$ cat config.mk
export PLATFORM = sky130hd
export DESIGN_NAME = int64_to_decimal_text
export DESIGN_NICKNAME = d
export VERILOG_FILES = /design/src/design/i2dt_pkg.sv /design/src/design/i2dt_front.sv /design/src/design/i2dt_queue.sv /design/src/design/i2dt_back.sv /design/src/design/int64_to_decimal_text.sv
export SDC_FILE = /design/constraint.sdc
export NUM_CORES = 1
export LEC_CHECK = 0
export ABC_CLOCK_PERIOD_IN_PS = 3550
export BUFFER_PORTS_ARGS = -buffer_cell sky130_fd_sc_hd__buf_2
export CAP_MARGIN = 30
export CORE_MARGIN = 10
export CORE_UTILIZATION = 44
export CTS_CLUSTER_DIAMETER = 40
export DETAILED_ROUTE_END_ITERATION = 12
export PLACE_DENSITY_LB_ADDON = 0.15
export SLEW_MARGIN = 30
export SYNTH_ARGS = -nofsm -noshare
export SYNTH_HDL_FRONTEND = slang
export SYNTH_HIERARCHICAL = 1
export SYNTH_SLANG_ARGS = --single-unit
$ cat constraint.sdc
create_clock -name clock -period 3.55 [get_ports clock]
set_input_delay 0.71 -clock clock [delete_from_list [all_inputs] [get_ports clock]]
set_output_delay 0.71 -clock clock [all_outputs]
set_load 0.02 [all_outputs]
$ cat src/design/i2dt_pkg.sv
// Shared types and constants for the signed 64-bit integer to decimal text converter.
`default_nettype none
package i2dt_pkg;

   localparam int MAG_WIDTH  = 64;
   localparam int NUM_DIGITS = 20;
   localparam int BCD_WIDTH  = 4 * NUM_DIGITS;
   localparam int CNT_WIDTH  = 6;
   localparam int LEFT_WIDTH = 5;

   localparam logic [7:0] CHAR_ZERO  = 8'd48;
   localparam logic [7:0] CHAR_MINUS = 8'd45;

   localparam logic [3:0] DABBLE_LIMIT = 4'd5;
   localparam logic [3:0] DABBLE_ADD   = 4'd3;

   typedef struct packed {
      logic                 neg;
      logic [MAG_WIDTH-1:0] mag;
   } job_type;

   typedef struct packed {
      logic valid;
      logic ready;
   } handshake_type;

   typedef enum logic [2:0] {
      BACK_IDLE,
      BACK_CONVERT,
      BACK_SKIP,
      BACK_SIGN,
      BACK_DIGITS
   } back_state_type;

endpackage
`default_nettype wire

$ cat src/design/i2dt_front.sv
// Front stage: accepts a value, splits it into sign and unsigned magnitude, pushes it on.
`default_nettype none
module i2dt_front
   import i2dt_pkg::*;
(
   input  wire logic                 clock,
   input  wire logic                 reset,
   input  wire logic                 req_valid,
   output logic                      req_ready,
   input  wire logic signed [63:0]   req_value,
   output handshake_type             push_hs,
   input  wire logic                 push_ready,
   output job_type                   push_job
);

   logic    valid_ff;
   logic    valid_in;
   job_type job_ff;
   job_type job_in;
   logic    take;
   logic    push;

   assign push      = valid_ff && push_ready;
   assign req_ready = !valid_ff || push_ready;
   assign take      = req_valid && req_ready;

   always_comb begin
      valid_in = valid_ff;
      if (take) begin
         valid_in = 1'b1;
      end else if (push) begin
         valid_in = 1'b0;
      end
      job_in.neg = req_value[63];
      job_in.mag = req_value[63] ? (~req_value + 64'd1) : req_value;
   end

   always_ff @(posedge clock) begin
      if (reset) begin
         valid_ff <= 1'b0;
      end else begin
         valid_ff <= valid_in;
      end
   end

   always_ff @(posedge clock) begin
      if (take) begin
         job_ff <= job_in;
      end
   end

   assign push_hs.valid = valid_ff;
   assign push_hs.ready = push_ready;
   assign push_job      = job_ff;

endmodule
`default_nettype wire

$ cat src/design/i2dt_queue.sv
// Short first-in first-out queue of classified jobs between the front and back stages.
`default_nettype none
module i2dt_queue
   import i2dt_pkg::*;
#(
   parameter int DEPTH = 2
)
(
   input  wire logic          clock,
   input  wire logic          reset,
   input  wire handshake_type push_hs,
   input  wire job_type       push_job,
   output logic               push_ready,
   output logic               pop_valid,
   input  wire logic          pop,
   output job_type            pop_job
);

   localparam int PTR_W = (DEPTH > 1) ? $clog2(DEPTH) : 1;
   localparam int CNT_W = $clog2(DEPTH + 1);

   job_type          entry_ff [DEPTH];
   logic [PTR_W-1:0] wr_ptr_ff;
   logic [PTR_W-1:0] wr_ptr_in;
   logic [PTR_W-1:0] rd_ptr_ff;
   logic [PTR_W-1:0] rd_ptr_in;
   logic [CNT_W-1:0] count_ff;
   logic [CNT_W-1:0] count_in;
   logic             do_push;
   logic             do_pop;

   assign push_ready = (count_ff != CNT_W'(DEPTH));
   assign pop_valid  = (count_ff != '0);
   assign do_push    = push_hs.valid && push_ready;
   assign do_pop     = pop && pop_valid;
   assign pop_job    = entry_ff[rd_ptr_ff];

   always_comb begin
      wr_ptr_in = wr_ptr_ff;
      rd_ptr_in = rd_ptr_ff;
      count_in  = count_ff;
      if (do_push) begin
         wr_ptr_in = (wr_ptr_ff == PTR_W'(DEPTH - 1)) ? '0 : wr_ptr_ff + PTR_W'(1);
      end
      if (do_pop) begin
         rd_ptr_in = (rd_ptr_ff == PTR_W'(DEPTH - 1)) ? '0 : rd_ptr_ff + PTR_W'(1);
      end
      if (do_push && !do_pop) begin
         count_in = count_ff + CNT_W'(1);
      end else if (do_pop && !do_push) begin
         count_in = count_ff - CNT_W'(1);
      end
   end

   always_ff @(posedge clock) begin
      if (reset) begin
         wr_ptr_ff <= '0;
         rd_ptr_ff <= '0;
         count_ff  <= '0;
      end else begin
         wr_ptr_ff <= wr_ptr_in;
         rd_ptr_ff <= rd_ptr_in;
         count_ff  <= count_in;
      end
   end

   always_ff @(posedge clock) begin
      if (do_push) begin
         entry_ff[wr_ptr_ff] <= push_job;
      end
   end

endmodule
`default_nettype wire

$ cat src/design/i2dt_back.sv
// Back stage: bit-serial double-dabble conversion and character-by-character text output.
`default_nettype none
module i2dt_back
   import i2dt_pkg::*;
(
   input  wire logic       clock,
   input  wire logic       reset,
   input  wire logic       pop_valid,
   output logic            pop,
   input  wire job_type    pop_job,
   output logic            rsp_valid,
   input  wire logic       rsp_ready,
   output logic [7:0]      rsp_text_char,
   output logic            rsp_last
);

   back_state_type        state_ff;
   back_state_type        state_in;
   logic                  neg_ff;
   logic                  neg_in;
   logic [MAG_WIDTH-1:0]  mag_ff;
   logic [MAG_WIDTH-1:0]  mag_in;
   logic [BCD_WIDTH-1:0]  bcd_ff;
   logic [BCD_WIDTH-1:0]  bcd_in;
   logic [BCD_WIDTH-1:0]  bcd_adj;
   logic [CNT_WIDTH-1:0]  count_ff;
   logic [CNT_WIDTH-1:0]  count_in;
   logic [LEFT_WIDTH-1:0] left_ff;
   logic [LEFT_WIDTH-1:0] left_in;
   logic [3:0]            top_digit;
   logic                  last_digit;
   logic                  rsp_take;

   assign top_digit  = bcd_ff[BCD_WIDTH-1 -: 4];
   assign last_digit = (left_ff == LEFT_WIDTH'(1));
   assign rsp_take   = rsp_valid && rsp_ready;

   always_comb begin
      for (int i = 0; i < NUM_DIGITS; i++) begin
         bcd_adj[4*i +: 4] = (bcd_ff[4*i +: 4] >= DABBLE_LIMIT) ?
                             (bcd_ff[4*i +: 4] + DABBLE_ADD) : bcd_ff[4*i +: 4];
      end
   end

   always_comb begin
      state_in = state_ff;
      unique case (state_ff)
         BACK_IDLE: begin
            if (pop_valid) begin
               state_in = BACK_CONVERT;
            end
         end
         BACK_CONVERT: begin
            if (count_ff == CNT_WIDTH'(MAG_WIDTH - 1)) begin
               state_in = BACK_SKIP;
            end
         end
         BACK_SKIP: begin
            if (top_digit != 4'd0 || last_digit) begin
               state_in = neg_ff ? BACK_SIGN : BACK_DIGITS;
            end
         end
         BACK_SIGN: begin
            if (rsp_ready) begin
               state_in = BACK_DIGITS;
            end
         end
         BACK_DIGITS: begin
            if (rsp_ready && last_digit) begin
               state_in = BACK_IDLE;
            end
         end
         default: begin
            state_in = BACK_IDLE;
         end
      endcase
   end

   always_comb begin
      neg_in   = neg_ff;
      mag_in   = mag_ff;
      bcd_in   = bcd_ff;
      count_in = count_ff;
      left_in  = left_ff;
      if (state_ff == BACK_IDLE) begin
         neg_in   = pop_job.neg;
         mag_in   = pop_job.mag;
         bcd_in   = '0;
         count_in = '0;
         left_in  = LEFT_WIDTH'(NUM_DIGITS);
      end else if (state_ff == BACK_CONVERT) begin
         mag_in   = {mag_ff[MAG_WIDTH-2:0], 1'b0};
         bcd_in   = {bcd_adj[BCD_WIDTH-2:0], mag_ff[MAG_WIDTH-1]};
         count_in = count_ff + CNT_WIDTH'(1);
      end else if ((state_ff == BACK_SKIP && top_digit == 4'd0 && !last_digit) ||
                   (state_ff == BACK_DIGITS && rsp_take && !last_digit)) begin
         bcd_in  = {bcd_ff[BCD_WIDTH-5:0], 4'd0};
         left_in = left_ff - LEFT_WIDTH'(1);
      end
   end

   always_comb begin
      pop           = (state_ff == BACK_IDLE) && pop_valid;
      rsp_valid     = (state_ff == BACK_SIGN) || (state_ff == BACK_DIGITS);
      rsp_text_char = (state_ff == BACK_SIGN) ? CHAR_MINUS : (CHAR_ZERO + {4'd0, top_digit});
      rsp_last      = (state_ff == BACK_DIGITS) && last_digit;
   end

   always_ff @(posedge clock) begin
      if (reset) begin
         state_ff <= BACK_IDLE;
      end else begin
         state_ff <= state_in;
      end
   end

   always_ff @(posedge clock) begin
      neg_ff   <= neg_in;
      mag_ff   <= mag_in;
      bcd_ff   <= bcd_in;
      count_ff <= count_in;
      left_ff  <= left_in;
   end

endmodule
`default_nettype wire

$ cat src/design/int64_to_decimal_text.sv
// Top level of the signed 64-bit integer to decimal ASCII text converter.
// The req_ channel takes one signed 64-bit value per transaction on req_value.
// The rsp_ channel returns its decimal text one character per transaction,
// most significant first: an optional minus sign, then the digits with no
// leading zeros, and rsp_last marks the final character of each number.
// A front stage registers the value as sign and magnitude and hands it to a
// short queue, so new values are taken while the back stage is busy.
// The back stage converts the magnitude by double dabble, one bit per cycle.
// It then drops the leading zeros of its 20-digit result before the
// characters appear, one per cycle while rsp_ready is high. The back stage
// takes the next value from the queue only once it is idle again, after the
// last character of the current number, so the bit-serial conversion loop
// and the leading-zero scan bound the throughput.
// When the receiver stalls, the current character holds and the queue fills;
// req_ready drops once the front register and the queue are full.
// Synchronous reset empties the queue and returns the back stage to idle.
`default_nettype none
module int64_to_decimal_text
   import i2dt_pkg::*;
#(
   parameter int QUEUE_DEPTH = 2
)
(
   input  wire logic               clock,
   input  wire logic               reset,
   input  wire logic               req_valid,
   output logic                    req_ready,
   input  wire logic signed [63:0] req_value,
   output logic                    rsp_valid,
   input  wire logic               rsp_ready,
   output logic [7:0]              rsp_text_char,
   output logic                    rsp_last
);

   handshake_type push_hs;
   job_type       push_job;
   logic          push_ready;
   logic          pop_valid;
   logic          pop;
   job_type       pop_job;

   i2dt_front u_front (
      .clock      (clock),
      .reset      (reset),
      .req_valid  (req_valid),
      .req_ready  (req_ready),
      .req_value  (req_value),
      .push_hs    (push_hs),
      .push_ready (push_ready),
      .push_job   (push_job)
   );

   i2dt_queue #(
      .DEPTH (QUEUE_DEPTH)
   ) u_queue (
      .clock      (clock),
      .reset      (reset),
      .push_hs    (push_hs),
      .push_job   (push_job),
      .push_ready (push_ready),
      .pop_valid  (pop_valid),
      .pop        (pop),
      .pop_job    (pop_job)
   );

   i2dt_back u_back (
      .clock         (clock),
      .reset         (reset),
      .pop_valid     (pop_valid),
      .pop           (pop),
      .pop_job       (pop_job),
      .rsp_valid     (rsp_valid),
      .rsp_ready     (rsp_ready),
      .rsp_text_char (rsp_text_char),
      .rsp_last      (rsp_last)
   );

endmodule
`default_nettype wire

# Yosys cells after proc, flatten, opt, wreduce, memory -nomap -nowiden
# Memory sizes are Yosys's and may differ from the RTL's. A register that Yosys moved wholly into a read port is not among the register bits.
# Cells that the tools add are included.
[word_totals] word_cells=150 ramBits=130 n_memories=1 output_inout_bits=11 input_bits=68 ff_bits=229
[memory_table] name="u_queue.entry_ff" depth=2 word_bits=65 read_ports=1 rd_clocked_by_memory_dff=1 write_ports=1 line="i2dt_queue.sv:22" rtl="job_type entry_ff [DEPTH];"
[classes] addsub=28 n_mux=43 n_bitwise=2 magnitude_cmp=20 reduce_logical=31 n_eq_ne=12
[ops] operator="80-bit two-way mux" count=2
[ops] operator="64-bit two-way mux" count=2
[ops] operator="4-bit by 3-bit greater-or-equal comparator with 1-bit output, second input constant" count=20
[ops] operator="4-bit by 2-bit adder with 4-bit output, second input constant" count=19
[ops] operator="4-bit two-way mux" count=19
[ops] operator="64-bit by 1-bit adder with 64-bit output, second input constant" count=1
[ops] operator="64-bit inverter" count=1
[ops] operator="63-bit two-way mux" count=1
[ops] operator="3-bit two-way mux" count=7
[ops] operator="3-bit case mux with 5 select lines" count=1
[ops] operator="1-bit logical AND" count=13
[ops] operator="2-bit nonzero test" count=5
[ops] operator="1-bit two-way mux" count=8
[ops] operator="8-bit two-way mux" count=1
[ops] operator="2-bit by 1-bit inequality test with 1-bit output, second input constant" count=4
[ops] operator="6-bit by 4-bit adder with 7-bit output, first input constant" count=1
[ops] operator="6-bit by 1-bit adder with 6-bit output, second input constant" count=1
[ops] operator="3-bit by 2-bit == test with 1-bit output, second input constant" count=2
[ops] operator="6-bit == test, second input constant" count=1
[ops] operator="5-bit by 1-bit == test with 1-bit output, second input constant" count=1
[ops] operator="5-bit AND reduction" count=1
[ops] operator="5-bit by 1-bit subtractor with 5-bit output, second input constant" count=1
[ops] operator="1-bit zero test" count=4
[ops] operator="4-bit zero test" count=1
[ops] operator="other kinds (13)" count=19

# Longest topological paths before layout
[logic_depth] depth_word=8 depth_mapped=10 mapped_depth_nobuf=8

# Modules after synthesis
# Netlist, hierarchy kept.
[modules_own_cells] module="i2dt_back" cells_per_inst=820 instances=1 area_each_um2=8390.5
[modules_own_cells] module="i2dt_queue" cells_per_inst=226 instances=1 area_each_um2=4927.2
[modules_own_cells] module="i2dt_front" cells_per_inst=268 instances=1 area_each_um2=3545.9

# Least setup slack after synthesis
# OpenSTA, ideal clock, no wires.
[synth_timing] path_type="reg-to-reg" start="register u_back.state_ff[1]" end="register u_back.bcd_ff[0]" path_stages_with_launch=7 t_arrival_ns=3.229 path_slack_ns=0.247 n_path_buf=2 setup_time_ns=0.074 t_required_ns=3.476 path_cell_list="dfxtp_1 -> buf_2 -> or2_2 -> clkinv_1 -> clkbuf_1 -> a22oi_1 -> nor2_1"
[synth_via] elab_chain_len=7 word_cells_on_any_way=14
[synth_lines] item="start, declared" line="i2dt_back.sv:17" rtl="back_state_type state_ff;"
[synth_lines] item="start signal, assigned" line="i2dt_back.sv:113" rtl="state_ff <= state_in;"
[synth_lines] item="3-bit by 2-bit == test with 1-bit output / 3-bit == test (equally long branches)" line="i2dt_back.sv:104, i2dt_back.sv:96"
[synth_lines] item="1-bit logical OR" line="i2dt_back.sv:104" rtl="rsp_valid = (state_ff == BACK_SIGN) || (state_ff == BACK_DIGITS);"
[synth_lines] item="1-bit logical AND" line="i2dt_back.sv:36" rtl="assign rsp_take = rsp_valid && rsp_ready;"
[synth_lines] item="1-bit logical AND (2 in a row)" line="i2dt_back.sv:96" rtl="(state_ff == BACK_DIGITS && rsp_take && !last_digit)) begin"
[synth_lines] item="1-bit logical OR" line="i2dt_back.sv:95" rtl="end else if ((state_ff == BACK_SKIP && top_digit == 4'd0 && !last_digit) ||"
[synth_lines] item="2-bit nonzero test (no source line)"
[synth_lines] item="end signal, assigned" line="i2dt_back.sv:120" rtl="bcd_ff <= bcd_in;"
[synth_lines] item="end, declared" line="i2dt_back.sv:23" rtl="logic [BCD_WIDTH-1:0] bcd_ff;"
# Parallel ways exist; a longest one is shown, timed or not.
# A chain may end at the register's enable or synchronous reset.

# Final worst setup path
[layout_timing] start="register u_back.state_ff[2]" end="register u_back.bcd_ff[44]"
# The elaborated chain is that of the path after synthesis.

==> summary.md <==
- sky130_fd_sc_hd__clkbuf_16 — clock root buffer master
- 0.8446 ns — smallest setup slack after layout
- 795 — initial drt markers
- 8 — 1st-pass router iterations
- 215.7 µm — die width
- 0 — number of max-slew violations in the final report
- 0.01782 mm² — Placement Cell Area
- 0 — overflow left after global routing
- 0 — Routed Antenna Nets
- 19.35% — met1 track utilization from global routing
- in2reg — kind of path behind the tightest hold check
- 0.7575 — placer congestion estimate
- flop — Worst Setup End Kind
- nor4bb_1 > o21bai_4 > and2_2 > buf_12 > nor3_1 > a211o_1 — Critical Path, Cell by Cell
- 3.16 ns — Data arrival, critical path
- reg2reg — Critical Setup Path Class
- 6.723 nW — static leakage
- 215.7 µm — Die Y
- 4.00 ns — WP data required
- 52.05% — core utilization of the finished layout
- 10.71k — vias in the first global route
- 56250 µm — global-route wire length before repair
- 6 — number of warnings printed during yosys synthesis
- 10.64k — vias
- 0.65 ns — crit-path max cell delay
- sky130_fd_sc_hd__nor4bb_1 — standard cell with the maximum stage delay on the critical path
- 2.993% — met3 layer usage reported by global route
- 16.59% — Area growth, synth to finish
- 0.3696 GHz — fmax
- 0.01809 ns — setup clock skew after layout
- 89 — pin count of the biggest net entering global routing
- 13.84 mW — Total Power Consumption
- sky130_fd_sc_hd__edfxtp_1, sky130_fd_sc_hd__mux2_2, sky130_fd_sc_hd__dfxtp_1, sky130_fd_sc_hd__xnor2_1, sky130_fd_sc_hd__buf_2 — top library cells by usage in the layout, fill and taps aside
- 17.59 µm — routed wire length per instance
- no — RSZ-0062 raised after global routing
- 3 — clock buffer depth
- 0.03776 mm² — area of the core region
- 360 — Sinks on Clock Net
- 0 — number of cells upsized or downsized after cts
- 20850 µm — HPWL after DPL
- 23.32% — met2 Usage GRT
- 482.5 µV — VDD IR-drop max
- 0.01686 mm² — post-synthesis cell area
- built — TritonCTS clock tree
- 0 — Hold-fix buffers, CTS
- 0.4034 ns — Place WS
- 0 ns — sum of negative setup slack
- 44.65% — Initial Util
- 41.54% — max_slew headroom
- 0 — Final Hold Vio Count
- 0.01965 mm² — post-route cell area
- 14.56% — GR Util All Layers
- 0.04654 mm² — die area
- 53 — cts bufs inserted
- 75 — count of buffers inserted at the top-level ports
- 0 — buffer count from post-CTS setup fixing
- flop — Worst Setup Start Kind
- 0.05 ns — register clock-pin slew on the reported worst setup and hold paths
- 41 — Crit Path Max Fanout
- 0 — antenna violations before repair
- 2 — maximum level of the CTS H-tree
- simple AND/OR/NAND/NOR gates — Top Family by Delay on Critical Path
- 0.58 ns — Worst-Skew Late Latency
- 0 — antenna diode instance count
- 0.8770 ns — worst slew pin tran
- 12.84 µm² — Avg Synthesized Cell Area
- 25.59% — share of cells above drive strength 1
- 0 — final routed DRC violation total
- 0 — final setup violating endpoints
- 1 — number of buffer and inverter stages on the critical path
- finished, final reports clean — outcome
- 704.4 mW/mm² — Pwr per Cell Area
- 1313 — post-synthesis instance total
- 2.705 ns — final period demand of the worst path
- 76.21% — Final Cycle Share
- 5.425 — Vias per Instance
- 0 — Max-cap violations
- 71 — floorplan row count
- 79 — top-level I/O count
- met2 — busiest metal layer after global routing
- 34490 µm — Final Routed Wirelength
- 1519 — Final nets
- sky130_fd_sc_hd__edfxtp_1 — most common cell after layout, fill and taps aside
[layout make-up]
cell class | instances | area [µm²]
clock buffers | 56 | 1380
well taps | 511 | 639.4
flip-flops and latches | 360 | 9811
repair buffers | 103 | 685.7
clock inverters | 44 | 455.4
multi-input cells | 835 | 6485
fillers | 3257 | 18100
inverters | 52 | 196.4
[path summary, 6_finish.rpt]
path | from | end | slack [ns] | depth (start not counted)
worst max-delay path | u_back/state_ff[2]$_SDFFE_PP0P_ | u_back/bcd_ff[44]$_SDFFE_PP0P_ | 0.84 | 6
worst min-delay path | req_value[0] | u_front/push_job[0]$_DFFE_PP_ | 0.34 | 1
worst min register to register | u_front/push_job[1]$_DFFE_PP_ | u_queue/entry_ff[1][1]$_DFFE_PP_ | 0.44 | 0
worst max register to register | u_back/state_ff[2]$_SDFFE_PP0P_ | u_back/bcd_ff[44]$_SDFFE_PP0P_ | 0.84 | 6
[through the flow]
step / hold slack (ns) / instances
3_5_place_dp: 0.4290 / 1861
6_report: 0.3390 / 1961
3_3_place_gp: 0.4222 / 1861
2_1_floorplan: 0.4215 / 1314
5_1_grt: 0.3161 / 1961
4_1_cts: 0.2976 / 1961
[layer usage]
metal,share of wire [%],vias up
met1,47,5213
li1,-,5156
met3,4.7,53
met4,2.0,0
met2,46,217
met5,0,-
[where the power goes]
group	switching, mW	internal [mW]	total [mW]
clock	1.99	3.36	5.35
combinational	1.58	1.15	2.73
sequential	0.298	5.47	5.76
[flip-flops by register name, summed over array words and instances (netlist names), named ones only]
register           count
u_back/count_ff        6
u_front/valid_ff       1
u_front/push_job      65
u_back/mag_ff         64
u_queue/rd_ptr_ff      1
u_back/neg_ff          1
u_queue/wr_ptr_ff      1
u_back/bcd_ff         80
u_queue/count_ff       2
u_queue/entry_ff     130
u_back/state_ff        3
u_back/left_ff         5
Note: power is estimated with default switching activity, not from simulation.
